<file path="config.mk">
export PLATFORM = sky130hd
export DESIGN_NAME = stream_min_max_mean_variance_core
export DESIGN_NICKNAME = d
export VERILOG_FILES = /design/src/rtl/smmv_pkg.sv /design/src/rtl/smmv_front.sv /design/src/rtl/smmv_queue.sv /design/src/rtl/smmv_back.sv /design/src/rtl/stream_min_max_mean_variance_core.sv
export VERILOG_INCLUDE_DIRS = /design/src /design/src/rtl
export SDC_FILE = /design/constraint.sdc
export NUM_CORES = 2
export LEC_CHECK = 0
export BUFFER_PORTS_ARGS = -buffer_cell sky130_fd_sc_hd__buf_2
export CAP_MARGIN = 20
export CORE_MARGIN = 5
export CORE_UTILIZATION = 25
export DETAILED_ROUTE_END_ITERATION = 16
export GPL_TIMING_DRIVEN = 1
export PLACE_DENSITY = 0.43
export SLEW_MARGIN = 30
export SYNTH_ARGS = -nofsm -noshare
export SYNTH_HDL_FRONTEND = slang
export SYNTH_SLANG_ARGS = --single-unit
</file>
<file path="constraint.sdc">
create_clock -name clk -period 29.3 [get_ports clk]
set_input_delay 0 -clock clk [delete_from_list [all_inputs] [get_ports clk]]
set_output_delay 0 -clock clk [all_outputs]
set_load 0.01 [all_outputs]
</file>
<file path="src/rtl/stream_min_max_mean_variance_core_defines.svh">
// Assertion macros shared by the stream statistics RTL.
// Every macro expects clk and rst_n to be visible in the module that uses it.
`ifndef STREAM_MIN_MAX_MEAN_VARIANCE_CORE_DEFINES_SVH
`define STREAM_MIN_MAX_MEAN_VARIANCE_CORE_DEFINES_SVH

// Consequent must hold in the same cycle as the antecedent.
`define SMMV_ASSERT_NOW(label, ante, cons, msg) \
    label: assert property (@(posedge clk) disable iff (!rst_n) (ante) |-> (cons)) \
        else $error(msg);

// Consequent must hold in the cycle after the antecedent.
`define SMMV_ASSERT_NEXT(label, ante, cons, msg) \
    label: assert property (@(posedge clk) disable iff (!rst_n) (ante) |=> (cons)) \
        else $error(msg);

`endif

</file>
<file path="src/rtl/smmv_pkg.sv">
// Package for the stream statistics core: queue depth, queue status type, sequencer states.
// No dependencies.
package smmv_pkg;

    // Depth of the queue between the accumulator and the arithmetic unit.
    localparam int QUEUE_DEPTH = 2;

    typedef struct packed {
        logic full;
        logic empty;
    } qstat_t;

    typedef enum logic [2:0] {
        ST_IDLE,
        ST_DIV_M,
        ST_MUL_A,
        ST_MUL_B,
        ST_MUL_C,
        ST_DIV_V,
        ST_OUT
    } back_state_t;

endpackage

</file>
<file path="src/rtl/smmv_front.sv">
// Accumulator front end: count, sum, sum of squares, min and max per set.
// Depends on smmv_pkg for the queue status type.
module smmv_front #(
    parameter int SAMPLE_BITS = 16,
    parameter int COUNT_BITS  = 20
) (
    input  logic                                  clk,
    input  logic                                  rst_n,
    input  logic                                  push,
    output logic                                  full,
    input  logic signed [SAMPLE_BITS-1:0]         sample,
    input  logic                                  last,
    input  smmv_pkg::qstat_t                      q_stat,
    output logic                                  q_push,
    output logic signed [SAMPLE_BITS-1:0]         rec_max,
    output logic [COUNT_BITS-1:0]                 rec_max_idx,
    output logic signed [SAMPLE_BITS-1:0]         rec_min,
    output logic [COUNT_BITS-1:0]                 rec_min_idx,
    output logic [COUNT_BITS:0]                   rec_count,
    output logic signed [SAMPLE_BITS+COUNT_BITS:0] rec_sum,
    output logic [2*SAMPLE_BITS+COUNT_BITS:0]     rec_sq,
    output logic                                  rec_drop
);
    import smmv_pkg::*;

    localparam int SW   = SAMPLE_BITS;
    localparam int CW   = COUNT_BITS;
    localparam int NW   = CW + 1;
    localparam int SUMW = SW + CW + 1;
    localparam int SQW  = 2 * SW + CW + 1;

    localparam logic signed [SW-1:0] MOST_NEG = {1'b1, {(SW-1){1'b0}}};
    localparam logic signed [SW-1:0] MOST_POS = {1'b0, {(SW-1){1'b1}}};

    logic [NW-1:0]          cnt_reg;
    logic signed [SUMW-1:0] sum_reg;
    logic [SQW-1:0]         sq_reg;
    logic signed [SW-1:0]   max_reg;
    logic [CW-1:0]          max_idx_reg;
    logic signed [SW-1:0]   min_reg;
    logic [CW-1:0]          min_idx_reg;
    logic                   drop_reg;

    logic                   accept;
    logic                   at_cap;
    logic signed [2*SW-1:0] square;

    assign full   = q_stat.full;
    assign accept = push && !q_stat.full;
    assign at_cap = cnt_reg[CW];
    assign square = sample * sample;
    assign q_push = accept && last;

    // Values after this sample, pushed as the set's record when it is the last one.
    always_comb
    begin
        rec_max     = max_reg;
        rec_max_idx = max_idx_reg;
        rec_min     = min_reg;
        rec_min_idx = min_idx_reg;
        rec_count   = cnt_reg;
        rec_sum     = sum_reg;
        rec_sq      = sq_reg;
        rec_drop    = drop_reg;
        if (at_cap)
        begin
            rec_drop = 1'b1;
        end
        else
        begin
            if (sample > max_reg)
            begin
                rec_max     = sample;
                rec_max_idx = cnt_reg[CW-1:0];
            end
            if (sample < min_reg)
            begin
                rec_min     = sample;
                rec_min_idx = cnt_reg[CW-1:0];
            end
            rec_sum   = sum_reg + {{(SUMW-SW){sample[SW-1]}}, sample};
            rec_sq    = sq_reg + {{(SQW-2*SW){1'b0}}, square};
            rec_count = cnt_reg + NW'(1);
        end
    end

    always_ff @(posedge clk or negedge rst_n)
    begin
        if (!rst_n)
        begin
            cnt_reg     <= '0;
            sum_reg     <= '0;
            sq_reg      <= '0;
            max_reg     <= MOST_NEG;
            max_idx_reg <= '0;
            min_reg     <= MOST_POS;
            min_idx_reg <= '0;
            drop_reg    <= 1'b0;
        end
        else if (accept)
        begin
            if (last)
            begin
                cnt_reg     <= '0;
                sum_reg     <= '0;
                sq_reg      <= '0;
                max_reg     <= MOST_NEG;
                max_idx_reg <= '0;
                min_reg     <= MOST_POS;
                min_idx_reg <= '0;
                drop_reg    <= 1'b0;
            end
            else
            begin
                cnt_reg     <= rec_count;
                sum_reg     <= rec_sum;
                sq_reg      <= rec_sq;
                max_reg     <= rec_max;
                max_idx_reg <= rec_max_idx;
                min_reg     <= rec_min;
                min_idx_reg <= rec_min_idx;
                drop_reg    <= rec_drop;
            end
        end
    end

endmodule

</file>
<file path="src/rtl/smmv_queue.sv">
// Short queue carrying finished set records from the front end to the arithmetic unit.
// Depends on smmv_pkg and the assertion macro header.
`include "stream_min_max_mean_variance_core_defines.svh"

module smmv_queue #(
    parameter int WIDTH = 8
) (
    input  logic                clk,
    input  logic                rst_n,
    input  logic                push,
    input  logic [WIDTH-1:0]    wdata,
    input  logic                pop,
    output logic [WIDTH-1:0]    rdata,
    output smmv_pkg::qstat_t    stat
);
    import smmv_pkg::*;

    localparam int PTRW = (QUEUE_DEPTH > 1) ? $clog2(QUEUE_DEPTH) : 1;
    localparam int CNTW = $clog2(QUEUE_DEPTH + 1);

    logic [WIDTH-1:0] mem_reg [QUEUE_DEPTH];
    logic [PTRW-1:0]  wptr_reg;
    logic [PTRW-1:0]  rptr_reg;
    logic [CNTW-1:0]  count_reg;

    logic do_push;
    logic do_pop;

    assign stat.full  = (count_reg == CNTW'(QUEUE_DEPTH));
    assign stat.empty = (count_reg == '0);
    assign do_push    = push && !stat.full;
    assign do_pop     = pop && !stat.empty;
    assign rdata      = mem_reg[rptr_reg];

    function automatic logic [PTRW-1:0] ptr_inc(input logic [PTRW-1:0] p);
        ptr_inc = (p == PTRW'(QUEUE_DEPTH - 1)) ? '0 : p + PTRW'(1);
    endfunction

    always_ff @(posedge clk)
    begin
        if (do_push)
        begin
            mem_reg[wptr_reg] <= wdata;
        end
    end

    always_ff @(posedge clk or negedge rst_n)
    begin
        if (!rst_n)
        begin
            wptr_reg  <= '0;
            rptr_reg  <= '0;
            count_reg <= '0;
        end
        else
        begin
            if (do_push)
            begin
                wptr_reg <= ptr_inc(wptr_reg);
            end
            if (do_pop)
            begin
                rptr_reg <= ptr_inc(rptr_reg);
            end
            if (do_push && !do_pop)
            begin
                count_reg <= count_reg + CNTW'(1);
            end
            else if (do_pop && !do_push)
            begin
                count_reg <= count_reg - CNTW'(1);
            end
        end
    end

    `SMMV_ASSERT_NOW(a_no_push_full, push, !stat.full, "record pushed into a full queue")
    `SMMV_ASSERT_NOW(a_no_pop_empty, pop, !stat.empty, "record popped from an empty queue")
    `SMMV_ASSERT_NEXT(a_fill_up, do_push && !do_pop, count_reg == $past(count_reg) + CNTW'(1),
        "queue fill level did not rise on push")

endmodule

</file>
<file path="src/rtl/smmv_back.sv">
// Arithmetic back end: shared shift-add multiplier and restoring divider that turn
// one set record into mean and variance, plus the result holding register.
// Depends on smmv_pkg and the assertion macro header.
`include "stream_min_max_mean_variance_core_defines.svh"

module smmv_back #(
    parameter int SAMPLE_BITS = 16,
    parameter int COUNT_BITS  = 20,
    parameter int FRAC_BITS   = 8
) (
    input  logic                                    clk,
    input  logic                                    rst_n,
    input  smmv_pkg::qstat_t                        q_stat,
    output logic                                    q_pop,
    input  logic signed [SAMPLE_BITS-1:0]           rec_max,
    input  logic [COUNT_BITS-1:0]                   rec_max_idx,
    input  logic signed [SAMPLE_BITS-1:0]           rec_min,
    input  logic [COUNT_BITS-1:0]                   rec_min_idx,
    input  logic [COUNT_BITS:0]                     rec_count,
    input  logic signed [SAMPLE_BITS+COUNT_BITS:0]  rec_sum,
    input  logic [2*SAMPLE_BITS+COUNT_BITS:0]       rec_sq,
    input  logic                                    rec_drop,
    output logic                                    empty,
    input  logic                                    pop,
    output logic signed [SAMPLE_BITS-1:0]           max_value,
    output logic [COUNT_BITS-1:0]                   max_index,
    output logic signed [SAMPLE_BITS-1:0]           min_value,
    output logic [COUNT_BITS-1:0]                   min_index,
    output logic [COUNT_BITS:0]                     sample_count,
    output logic signed [SAMPLE_BITS+FRAC_BITS-1:0] mean_scaled,
    output logic [2*SAMPLE_BITS+FRAC_BITS-2:0]      variance_scaled,
    output logic                                    overflowed
);
    import smmv_pkg::*;

    localparam int SW    = SAMPLE_BITS;
    localparam int CW    = COUNT_BITS;
    localparam int F     = FRAC_BITS;
    localparam int NW    = CW + 1;
    localparam int SUMW  = SW + CW + 1;
    localparam int SQW   = 2 * SW + CW + 1;
    localparam int MAGW  = SW + CW;
    localparam int PW    = NW + SQW;
    localparam int DVW   = PW + F;
    localparam int DSW   = 2 * NW;
    localparam int REMW  = DSW + 1;
    localparam int MEANW = SW + F;
    localparam int VARW  = 2 * SW - 1 + F;
    localparam int QW    = VARW;
    localparam int STEPW = $clog2(DVW + 1);

    back_state_t state_reg, state_next;

    // Set record held while it is worked on.
    logic signed [SW-1:0] max_reg, max_next;
    logic [CW-1:0]        max_idx_reg, max_idx_next;
    logic signed [SW-1:0] min_reg, min_next;
    logic [CW-1:0]        min_idx_reg, min_idx_next;
    logic [NW-1:0]        n_reg, n_next;
    logic [SQW-1:0]       sq_reg, sq_next;
    logic [MAGW-1:0]      mag_reg, mag_next;
    logic                 neg_reg, neg_next;
    logic                 drop_reg, drop_next;

    // Shared arithmetic.
    logic [STEPW-1:0]     step_reg, step_next;
    logic [PW-1:0]        mcand_reg, mcand_next;
    logic [MAGW-1:0]      mplier_reg, mplier_next;
    logic [PW-1:0]        prod_reg, prod_next;
    logic [PW-1:0]        dvar_reg, dvar_next;
    logic [DVW-1:0]       dvd_reg, dvd_next;
    logic [DSW-1:0]       dsr_reg, dsr_next;
    logic [REMW-1:0]      rem_reg, rem_next;
    logic [QW-1:0]        quo_reg, quo_next;
    logic [MEANW-1:0]     mean_reg, mean_next;

    // Result holding register.
    logic                 ov_reg, ov_next;
    logic signed [SW-1:0] out_max_reg, out_max_next;
    logic [CW-1:0]        out_max_idx_reg, out_max_idx_next;
    logic signed [SW-1:0] out_min_reg, out_min_next;
    logic [CW-1:0]        out_min_idx_reg, out_min_idx_next;
    logic [NW-1:0]        out_n_reg, out_n_next;
    logic [MEANW-1:0]     out_mean_reg, out_mean_next;
    logic [VARW-1:0]      out_var_reg, out_var_next;
    logic                 out_drop_reg, out_drop_next;

    // One step of each shared unit.
    logic [PW-1:0]        prod_s;
    logic [REMW-1:0]      trial;
    logic                 ge;
    logic [REMW-1:0]      rem_s;
    logic [QW-1:0]        quo_s;
    logic [SUMW-1:0]      sum_abs;

    assign prod_s  = mplier_reg[0] ? prod_reg + mcand_reg : prod_reg;
    assign trial   = {rem_reg[REMW-2:0], dvd_reg[DVW-1]};
    assign ge      = (trial >= REMW'(dsr_reg));
    assign rem_s   = ge ? trial - REMW'(dsr_reg) : trial;
    assign quo_s   = {quo_reg[QW-2:0], ge};
    assign sum_abs = rec_sum[SUMW-1] ? SUMW'(0) - rec_sum : rec_sum;

    assign empty           = !ov_reg;
    assign max_value       = out_max_reg;
    assign max_index       = out_max_idx_reg;
    assign min_value       = out_min_reg;
    assign min_index       = out_min_idx_reg;
    assign sample_count    = out_n_reg;
    assign mean_scaled     = out_mean_reg;
    assign variance_scaled = out_var_reg;
    assign overflowed      = out_drop_reg;

    always_comb
    begin
        state_next       = state_reg;
        q_pop            = 1'b0;
        max_next         = max_reg;
        max_idx_next     = max_idx_reg;
        min_next         = min_reg;
        min_idx_next     = min_idx_reg;
        n_next           = n_reg;
        sq_next          = sq_reg;
        mag_next         = mag_reg;
        neg_next         = neg_reg;
        drop_next        = drop_reg;
        step_next        = step_reg + STEPW'(1);
        mcand_next       = mcand_reg;
        mplier_next      = mplier_reg;
        prod_next        = prod_reg;
        dvar_next        = dvar_reg;
        dvd_next         = dvd_reg;
        dsr_next         = dsr_reg;
        rem_next         = rem_reg;
        quo_next         = quo_reg;
        mean_next        = mean_reg;
        ov_next          = ov_reg && !pop;
        out_max_next     = out_max_reg;
        out_max_idx_next = out_max_idx_reg;
        out_min_next     = out_min_reg;
        out_min_idx_next = out_min_idx_reg;
        out_n_next       = out_n_reg;
        out_mean_next    = out_mean_reg;
        out_var_next     = out_var_reg;
        out_drop_next    = out_drop_reg;

        unique case (state_reg)
            ST_IDLE:
            begin
                step_next = '0;
                if (!q_stat.empty)
                begin
                    q_pop        = 1'b1;
                    max_next     = rec_max;
                    max_idx_next = rec_max_idx;
                    min_next     = rec_min;
                    min_idx_next = rec_min_idx;
                    n_next       = rec_count;
                    sq_next      = rec_sq;
                    mag_next     = sum_abs[MAGW-1:0];
                    neg_next     = rec_sum[SUMW-1];
                    drop_next    = rec_drop;
                    // Mean: |sum| * 2^F / n.
                    dvd_next     = DVW'(sum_abs[MAGW-1:0]) << F;
                    dsr_next     = DSW'(rec_count);
                    rem_next     = '0;
                    quo_next     = '0;
                    state_next   = ST_DIV_M;
                end
            end

            ST_DIV_M:
            begin
                rem_next = rem_s;
                quo_next = quo_s;
                dvd_next = dvd_reg << 1;
                if (step_reg == STEPW'(DVW - 1))
                begin
                    mean_next   = neg_reg ? MEANW'(0) - quo_s[MEANW-1:0] : quo_s[MEANW-1:0];
                    // Next: n * sum of squares.
                    mcand_next  = PW'(sq_reg);
                    mplier_next = MAGW'(n_reg);
                    prod_next   = '0;
                    step_next   = '0;
                    state_next  = ST_MUL_A;
                end
            end

            ST_MUL_A:
            begin
                prod_next   = prod_s;
                mcand_next  = mcand_reg << 1;
                mplier_next = mplier_reg >> 1;
                if (step_reg == STEPW'(NW - 1))
                begin
                    dvar_next   = prod_s;
                    // Next: sum squared.
                    mcand_next  = PW'(mag_reg);
                    mplier_next = mag_reg;
                    prod_next   = '0;
                    step_next   = '0;
                    state_next  = ST_MUL_B;
                end
            end

            ST_MUL_B:
            begin
                prod_next   = prod_s;
                mcand_next  = mcand_reg << 1;
                mplier_next = mplier_reg >> 1;
                if (step_reg == STEPW'(MAGW - 1))
                begin
                    dvar_next   = dvar_reg - prod_s;
                    // Next: n squared, the variance divisor.
                    mcand_next  = PW'(n_reg);
                    mplier_next = MAGW'(n_reg);
                    prod_next   = '0;
                    step_next   = '0;
                    state_next  = ST_MUL_C;
                end
            end

            ST_MUL_C:
            begin
                prod_next   = prod_s;
                mcand_next  = mcand_reg << 1;
                mplier_next = mplier_reg >> 1;
                if (step_reg == STEPW'(NW - 1))
                begin
                    dsr_next   = prod_s[DSW-1:0];
                    dvd_next   = DVW'(dvar_reg) << F;
                    rem_next   = '0;
                    quo_next   = '0;
                    step_next  = '0;
                    state_next = ST_DIV_V;
                end
            end

            ST_DIV_V:
            begin
                rem_next = rem_s;
                quo_next = quo_s;
                dvd_next = dvd_reg << 1;
                if (step_reg == STEPW'(DVW - 1))
                begin
                    state_next = ST_OUT;
                end
            end

            ST_OUT:
            begin
                step_next = '0;
                if (!ov_reg || pop)
                begin
                    ov_next          = 1'b1;
                    out_max_next     = max_reg;
                    out_max_idx_next = max_idx_reg;
                    out_min_next     = min_reg;
                    out_min_idx_next = min_idx_reg;
                    out_n_next       = n_reg;
                    out_mean_next    = mean_reg;
                    out_var_next     = quo_reg[VARW-1:0];
                    out_drop_next    = drop_reg;
                    state_next       = ST_IDLE;
                end
            end

            default:
            begin
                state_next = ST_IDLE;
            end
        endcase
    end

    always_ff @(posedge clk or negedge rst_n)
    begin
        if (!rst_n)
        begin
            state_reg <= ST_IDLE;
            ov_reg    <= 1'b0;
            step_reg  <= '0;
        end
        else
        begin
            state_reg <= state_next;
            ov_reg    <= ov_next;
            step_reg  <= step_next;
        end
    end

    always_ff @(posedge clk)
    begin
        max_reg         <= max_next;
        max_idx_reg     <= max_idx_next;
        min_reg         <= min_next;
        min_idx_reg     <= min_idx_next;
        n_reg           <= n_next;
        sq_reg          <= sq_next;
        mag_reg         <= mag_next;
        neg_reg         <= neg_next;
        drop_reg        <= drop_next;
        mcand_reg       <= mcand_next;
        mplier_reg      <= mplier_next;
        prod_reg        <= prod_next;
        dvar_reg        <= dvar_next;
        dvd_reg         <= dvd_next;
        dsr_reg         <= dsr_next;
        rem_reg         <= rem_next;
        quo_reg         <= quo_next;
        mean_reg        <= mean_next;
        out_max_reg     <= out_max_next;
        out_max_idx_reg <= out_max_idx_next;
        out_min_reg     <= out_min_next;
        out_min_idx_reg <= out_min_idx_next;
        out_n_reg       <= out_n_next;
        out_mean_reg    <= out_mean_next;
        out_var_reg     <= out_var_next;
        out_drop_reg    <= out_drop_next;
    end

    `SMMV_ASSERT_NOW(a_pop_idle, q_pop, (state_reg == ST_IDLE) && !q_stat.empty,
        "record taken from the queue outside the idle state")
    `SMMV_ASSERT_NEXT(a_start_div, (state_reg == ST_IDLE) && !q_stat.empty,
        state_reg == ST_DIV_M, "record taken but mean division did not start")
    `SMMV_ASSERT_NOW(a_rem_bound, (state_reg == ST_DIV_M) || (state_reg == ST_DIV_V),
        rem_reg < REMW'(dsr_reg), "divider remainder not below the divisor")

endmodule

</file>
<file path="src/rtl/stream_min_max_mean_variance_core.sv">
// Top level of the stream statistics core: accumulator, record queue, arithmetic unit.
// Depends on smmv_pkg, smmv_front, smmv_queue and smmv_back.
//
// Usage. Samples enter through a queue-like port: a transfer happens on a rising edge
// with push high and full low. Each sample is folded into a running count, sum, sum of
// squares, maximum and minimum (ties keep the earlier position) in the cycle it is
// transferred, so ordinary samples stream in at one per cycle while full is low. A
// sample with last set closes the set: its record moves into a two-entry queue and the
// accumulator clears. Samples past 2^COUNT_BITS in one set are dropped and the
// result's overflowed flag set. Results leave through a queue-like port: while empty
// is low the result fields hold the oldest result, and a transfer happens on a rising
// edge with pop high. The arithmetic unit uses a bit-serial shared divider (mean,
// then variance) and a shift-add multiplier that forms n*sumsq, sum^2 and n^2, one
// bit per cycle. A new set can stream in while the previous one is worked on; full
// rises only when two finished records already wait. If the receiver stalls, the
// result is held and the pipeline fills up behind it. Reset clears the accumulator,
// queue and result valid.
module stream_min_max_mean_variance_core #(
    parameter int SAMPLE_BITS = 16,
    parameter int COUNT_BITS  = 20,
    parameter int FRAC_BITS   = 8
) (
    input  logic                                    clk,
    input  logic                                    rst_n,
    input  logic                                    push,
    output logic                                    full,
    input  logic signed [SAMPLE_BITS-1:0]           sample,
    input  logic                                    last,
    output logic                                    empty,
    input  logic                                    pop,
    output logic signed [SAMPLE_BITS-1:0]           max_value,
    output logic [COUNT_BITS-1:0]                   max_index,
    output logic signed [SAMPLE_BITS-1:0]           min_value,
    output logic [COUNT_BITS-1:0]                   min_index,
    output logic [COUNT_BITS:0]                     sample_count,
    output logic signed [SAMPLE_BITS+FRAC_BITS-1:0] mean_scaled,
    output logic [2*SAMPLE_BITS+FRAC_BITS-2:0]      variance_scaled,
    output logic                                    overflowed
);
    import smmv_pkg::*;

    localparam int SW    = SAMPLE_BITS;
    localparam int CW    = COUNT_BITS;
    localparam int NW    = CW + 1;
    localparam int SUMW  = SW + CW + 1;
    localparam int SQW   = 2 * SW + CW + 1;
    localparam int REC_W = 2 * SW + 2 * CW + NW + SUMW + SQW + 1;

    qstat_t q_stat;
    logic   q_push;
    logic   q_pop;

    // Record written by the front end.
    logic signed [SW-1:0]   f_max;
    logic [CW-1:0]          f_max_idx;
    logic signed [SW-1:0]   f_min;
    logic [CW-1:0]          f_min_idx;
    logic [NW-1:0]          f_count;
    logic signed [SUMW-1:0] f_sum;
    logic [SQW-1:0]         f_sq;
    logic                   f_drop;

    // Record at the head of the queue.
    logic signed [SW-1:0]   b_max;
    logic [CW-1:0]          b_max_idx;
    logic signed [SW-1:0]   b_min;
    logic [CW-1:0]          b_min_idx;
    logic [NW-1:0]          b_count;
    logic signed [SUMW-1:0] b_sum;
    logic [SQW-1:0]         b_sq;
    logic                   b_drop;

    logic [REC_W-1:0] q_wdata;
    logic [REC_W-1:0] q_rdata;

    assign q_wdata = {f_max, f_max_idx, f_min, f_min_idx, f_count, f_sum, f_sq, f_drop};
    assign {b_max, b_max_idx, b_min, b_min_idx, b_count, b_sum, b_sq, b_drop} = q_rdata;

    smmv_front #(
        .SAMPLE_BITS (SAMPLE_BITS),
        .COUNT_BITS  (COUNT_BITS)
    ) u_front (
        .clk         (clk),
        .rst_n       (rst_n),
        .push        (push),
        .full        (full),
        .sample      (sample),
        .last        (last),
        .q_stat      (q_stat),
        .q_push      (q_push),
        .rec_max     (f_max),
        .rec_max_idx (f_max_idx),
        .rec_min     (f_min),
        .rec_min_idx (f_min_idx),
        .rec_count   (f_count),
        .rec_sum     (f_sum),
        .rec_sq      (f_sq),
        .rec_drop    (f_drop)
    );

    smmv_queue #(
        .WIDTH (REC_W)
    ) u_queue (
        .clk   (clk),
        .rst_n (rst_n),
        .push  (q_push),
        .wdata (q_wdata),
        .pop   (q_pop),
        .rdata (q_rdata),
        .stat  (q_stat)
    );

    smmv_back #(
        .SAMPLE_BITS (SAMPLE_BITS),
        .COUNT_BITS  (COUNT_BITS),
        .FRAC_BITS   (FRAC_BITS)
    ) u_back (
        .clk             (clk),
        .rst_n           (rst_n),
        .q_stat          (q_stat),
        .q_pop           (q_pop),
        .rec_max         (b_max),
        .rec_max_idx     (b_max_idx),
        .rec_min         (b_min),
        .rec_min_idx     (b_min_idx),
        .rec_count       (b_count),
        .rec_sum         (b_sum),
        .rec_sq          (b_sq),
        .rec_drop        (b_drop),
        .empty           (empty),
        .pop             (pop),
        .max_value       (max_value),
        .max_index       (max_index),
        .min_value       (min_value),
        .min_index       (min_index),
        .sample_count    (sample_count),
        .mean_scaled     (mean_scaled),
        .variance_scaled (variance_scaled),
        .overflowed      (overflowed)
    );

endmodule
</file>
Word level (Yosys, flattened, before mapping):

Memory sizes are Yosys's and may differ from the RTL's.
Cells that the tools add are included.

* bits in registers: 1027
* RAM bits: 368
* input bits: 21
* memories: 1

* $add $sub $neg: 13
* $mul: 1
* $lt $le $gt $ge: 3
* equality and inequality tests: 17
* muxes and demuxes: 73
* bitwise operators: 1
* reductions and logical operators: 32

Memory list
* u_queue.mem_reg: depth 2, width 184, rd ports 1, clocked after memory_dff 0, wr ports 1, RTL line smmv_queue.sv:21 `logic [WIDTH-1:0] mem_reg [QUEUE_DEPTH];`

Operator list (number)
* two-way mux 74 bit: 9
* one-hot mux 74 bit (4 select lines): 2
* one-hot mux 82 bit (3 select lines): 1
* two-way mux 42 bit: 5
* two-way mux 82 bit: 2
* one-hot mux 74 bit (2 select lines): 1
* one-hot mux 36 bit (4 select lines): 1
* one-hot mux 42 bit (3 select lines): 1
* two-way mux 20 bit: 6
* one-hot mux 39 bit (3 select lines): 1
* two-way mux 36 bit: 3
* two-way mux 53 bit: 2
* two-way mux 16 bit: 6
* one-hot mux 42 bit (2 select lines): 1
* two-way mux 39 bit: 2
* adder 74 bit: 1
* two-way mux 37 bit: 2
* subtractor 74 bit: 1
* adder 53 x 32 -> 53 bit: 1
* greater-or-equal comparator 43 x 42 -> 1 bit: 1
* two-way mux 21 bit: 2
* subtractor 42 bit: 1
* adder 37 bit: 1
* subtractor 1 x 36 -> 36 bit (first input constant): 1
* 39 further kinds: 86

Longest topological paths before layout:

* word-level depth: 9
* gate-level depth with buffers: 38
* gate-level depth less buffers: 37

Cells and area by module:

Synthesis repeated with hierarchy kept, for this count alone.

* cells, all modules: 7090
* area total of the unflattened synthesis: 80389.6 sq um

By module, submodules not included
* smmv_back: times used 1, cells an instance 3782, area an instance 43180.2 sq um, seq. area each 24898.9 sq um
* smmv_front: times used 1, cells an instance 2716, area an instance 23109.7 sq um, seq. area each 4624.4 sq um
* smmv_queue: times used 1, cells an instance 592, area an instance 14099.8 sq um, seq. area each 11150.7 sq um

Worst setup path before layout:

No wires, ideal clock.

* path type: register to register
* start point: reg u_queue.count_reg[0]
* end point: mem u_queue.mem_reg[0][0] (netlist bit) (enable)
* library setup time: 0.732 ns
* data arrival time: 8.660 ns
* required time: 28.568 ns
* setup slack: 19.909 ns
* cell stages (with the launch flop): 6
* path through: dfrtp_1 nand2b_1 and2_1 clkbuf_1 nand2_1 nor2_1

* cells in the longest elaborated chain, start to end: 7

Ends and longest elaborated chain
* from (decl): RTL line smmv_queue.sv:24 `logic [CNTW-1:0] count_reg;`
* from (signal assigned): RTL line smmv_queue.sv:67 `count_reg <= count_reg + CNTW'(1);`
* from (signal assigned): RTL line smmv_queue.sv:71 `count_reg <= count_reg - CNTW'(1);`
* equality test 2 bit (*): RTL line smmv_queue.sv:29 `assign stat.full = (count_reg == CNTW'(QUEUE_DEPTH));`
* logical NOT 1 bit (*): RTL line smmv_front.sv:49, smmv_queue.sv:31
* logical AND 1 bit: RTL line smmv_front.sv:49 `assign accept = push && !q_stat.full;`
* logical AND 1 bit: RTL line smmv_front.sv:52 `assign q_push = accept && last;`
* logical AND 1 bit (*): RTL line smmv_queue.sv:31 `assign do_push = push && !stat.full;`
* two-way mux 1 bit (*): RTL line smmv_queue.sv:41 `if (do_push)`
* two-way mux 1 bit (not written as such) (*): RTL line smmv_queue.sv:43 `mem_reg[wptr_reg] <= wdata;`
* to (decl): RTL line smmv_queue.sv:21

Every way passes the cells marked *; elsewhere a longest branch is shown, timed or not.

Worst setup path after layout:

* start point: in sample[15]
* end point: mem u_queue.mem_reg[0][31] (netlist bit) (data pin)

* cells in the longest elaborated chain, start to end: 3

Ends and longest elaborated chain
* from (decl): RTL line stream_min_max_mean_variance_core.sv:27 `input logic signed [SAMPLE_BITS-1:0] sample,`
* multiplier 16 x 16 -> 32 bit: RTL line smmv_front.sv:51 `assign square = sample * sample;`
* adder 53 x 32 -> 53 bit: RTL line smmv_front.sv:82 `rec_sq = sq_reg + {{(SQW-2*SW){1'b0}}, square};`
* two-way mux 53 bit: RTL line smmv_front.sv:65 `if (at_cap)`
* net f_sq[30]: RTL line stream_min_max_mean_variance_core.sv:60 `logic [SQW-1:0] f_sq;`

The timed path passes the listed nets, and every way through them passes these cells.

==> out/metrics.csv <==
metric;value;unit
status;complete, no violations;
ios;180;
dieArea;0.3316;sq mm
place_hpwl;171300;um
worst-setup-path-type;input port to register;
clock-root-buffer;clkbuf_16;
critical_path.max_fanout;44;
ys_ff_latch;1387;
largest_reg_flops;368;
timing.fmax;0.1138;GHz
routedWlPerCell;20.76;um
wirelength;237700;um
timing.final.crit_share;29.98;%
final_cell_mix;edfxtp_1, nand2_1, inv_1;
hold_depth;3;
r2r-start;u_back.mcand_reg[0];
cp-end-kind;register;
die_w;575.9;um
slew_viol_final;0;
relSlewSlack;27.93;%
ant_nets;0;
rsz0062_at_grt;no;
hold_path_class;input port to register;
pre_cts_ws;20170;ps
cts_setup_buffers;0;
core-area;0.3186;sq mm
grt_pass1_wl;358400;um
area_growth;14.56;%
hold_end;u_back.ov_reg;
drive_gt1_share;11.29;%
worstHoldStart;pop;
cts_tree;built;
yosys_warnings;0;
drc_errors;0;
synthFlopType;edfxtp_1;
numCtsBuffers;168;
port-buffer-count;179;
crit_top_cell;fa_1;
start_util;25.13;%
final_common_cell;edfxtp_1;
first_iter_violations;3499;
seq_area_frac_synth;50.81;%
grt_pass1_vias;55446;
final.setup.tns;0;ps
cp_slowest_stage_delay;740;ps
r2r_cells;24;
r2r_slack;21660;ps
cts.sinks;1387;
viasPerCell;4.738;
dr.pass1.iters;5;
synthesis.nets;7653;
final.setup.worst_slack;20510;ps
finalClockSkew;93.43;ps
grt.overflow.total;0;
netlist_instances;7008;
clk_latency;850;ps
finalSetupViolations;0;
grt_usage;13.87;%
cp_data_arrival_time;9350;ps
crit_path_start_kind;input port;
finalCriticalPeriod;8785;ps
avgSynthCellArea;11.42;sq um
synth-edff-count;1188;
required;29860;ps
worstMarginPinSlew;1081;ps
gp_congestion;0.8621;
num_vias;54243;
syn_area;0.08005;sq mm
crit_slowest_cell;clkinv_1;
cts_buffer_depth;4;
fin_util;28.79;%
hold_viol;0;
grt_max_degree;136;
rows;207;
layout.nets;7767;
die_h;575.9;um
yosysUniqueCellTypes;104;
worstReg2RegEnd;u_back.dvar_reg[71];
maxCapViolCount;0;
antenna_found_initial;10;
clkTransAtPathRegs;60;ps
cts_htree_levels;4;
synthArstFlopShare;14.35;%
==> synth_stat cells, drive strengths merged, types with 26 or more instances <==
library cell | count | area [sq um]
a211oi | 30 | 225.2
a21o | 190 | 1428
a21oi | 401 | 2018
a221o | 29 | 290.3
a22o | 161 | 1410
a22oi | 36 | 270.3
a31oi | 52 | 325.3
and2 | 123 | 769.5
and3 | 68 | 425.4
buf | 68 | 345.3
clkbuf | 268 | 1006
dfrtp | 183 | 4579
edfxtp | 1188 | 35670
fa | 242 | 4845
ha | 382 | 4780
inv | 499 | 1873
mux2 | 209 | 2354
mux2i | 155 | 1555
nand2 | 607 | 2278
nand2b | 49 | 306.5
nand3 | 84 | 432.9
nand4 | 89 | 556.8
nor2 | 492 | 1847
nor2b | 34 | 212.7
nor3 | 91 | 470.5
nor3b | 34 | 270.3
o21a | 44 | 330.3
o21ai | 404 | 2041
o21bai | 52 | 390.4
o31ai | 36 | 299.0
or3 | 26 | 162.7
xnor2 | 229 | 2021
xor2 | 142 | 1244
==> kinds of logic (layout without fill, tap and decap cells) <==
group                      Yosys count  in the layout  share of synthesized area (%)
and+or+nand+nor                   1763           1763                          10.29
AOI/OAI and AO/OA                 1663           1663                          13.88
DFF                               1387           1387                          50.81
buffers and inverters              836           1089                          4.032
adders and majority gates          624            624                          12.02
xor gates and xnor gates           371            371                          4.078
muxes                              364            364                          4.883
other                                0              8                              0
==> how the worst max path moves through the flow <==
stage	slack, ps	from	cells past startpoint	endpoint
2_1_floorplan	19910	u_queue.count_reg[0]	5	u_queue.mem_reg[0][0]
3_5_place_dp	20170	sample[15]	30	u_front.sq_reg[51]
4_1_cts	20520	sample[15]	31	u_queue.mem_reg[0][31]
3_3_place_gp	20220	sample[15]	30	u_queue.mem_reg[0][31]
5_1_grt	19920	sample[15]	31	u_front.sq_reg[51]
6_report	20510	sample[15]	31	u_queue.mem_reg[0][31]
==> critical path, delay by kind of cell <==
| family | cells | cell delay (ps) |
|---|---|---|
| buf+inv | 6 | 1890 |
| xor+xnor | 3 | 450 |
| compound gates | 8 | 2000 |
| fa+ha+maj | 8 | 3500 |
| simple gates | 5 | 1160 |
| mux | 1 | 280 |
==> timing repair <==
action | in CTS | in global routing
hold buffers | 22 | 0
setup endpoints to repair | 0 | 0
hold endpoints to repair | 255 | 0
resized for setup | 0 | 0
==> per-layer routing <==
metal  up-vias  global-route usage [%]  share of wire, %
met2      1007                   23.32                47
met3       314                   1.711               3.6
li1      25757                       -                 -
met5         -                       0             0.011
met1     27161                   18.75                46
met4         4                   3.928               2.9
==> layout make-up <==
type | instances | area [sq um]
Antenna cell | 8 | 20.02
Fill cell | 32766 | 226900
Sequential cell | 1387 | 40680
Inverter | 500 | 1884
Multi-Input combinational cell | 4785 | 36340
Tap cell | 4180 | 5230
Timing Repair Buffer | 280 | 1843
Clock inverter | 103 | 1289
Clock buffer | 206 | 4418
==> per-stage QoR <==
| step | cell area, sq um | std cells | hold slack [ps] |
|---|---|---|---|
| after global routing | 91690 | 11445 | 212.4 |
| after floorplan | 80050 | 7008 | -295.6 |
| after CTS | 91650 | 11440 | 127.5 |
| after detailed placement | 85700 | 11109 | 147.9 |
| after global placement | 85630 | 11107 | 137.9 |
| final | 91700 | 11449 | 217.5 |
Power is not shown: default switching activity piles up to over one toggle a cycle in this logic, so the estimate is an artifact.
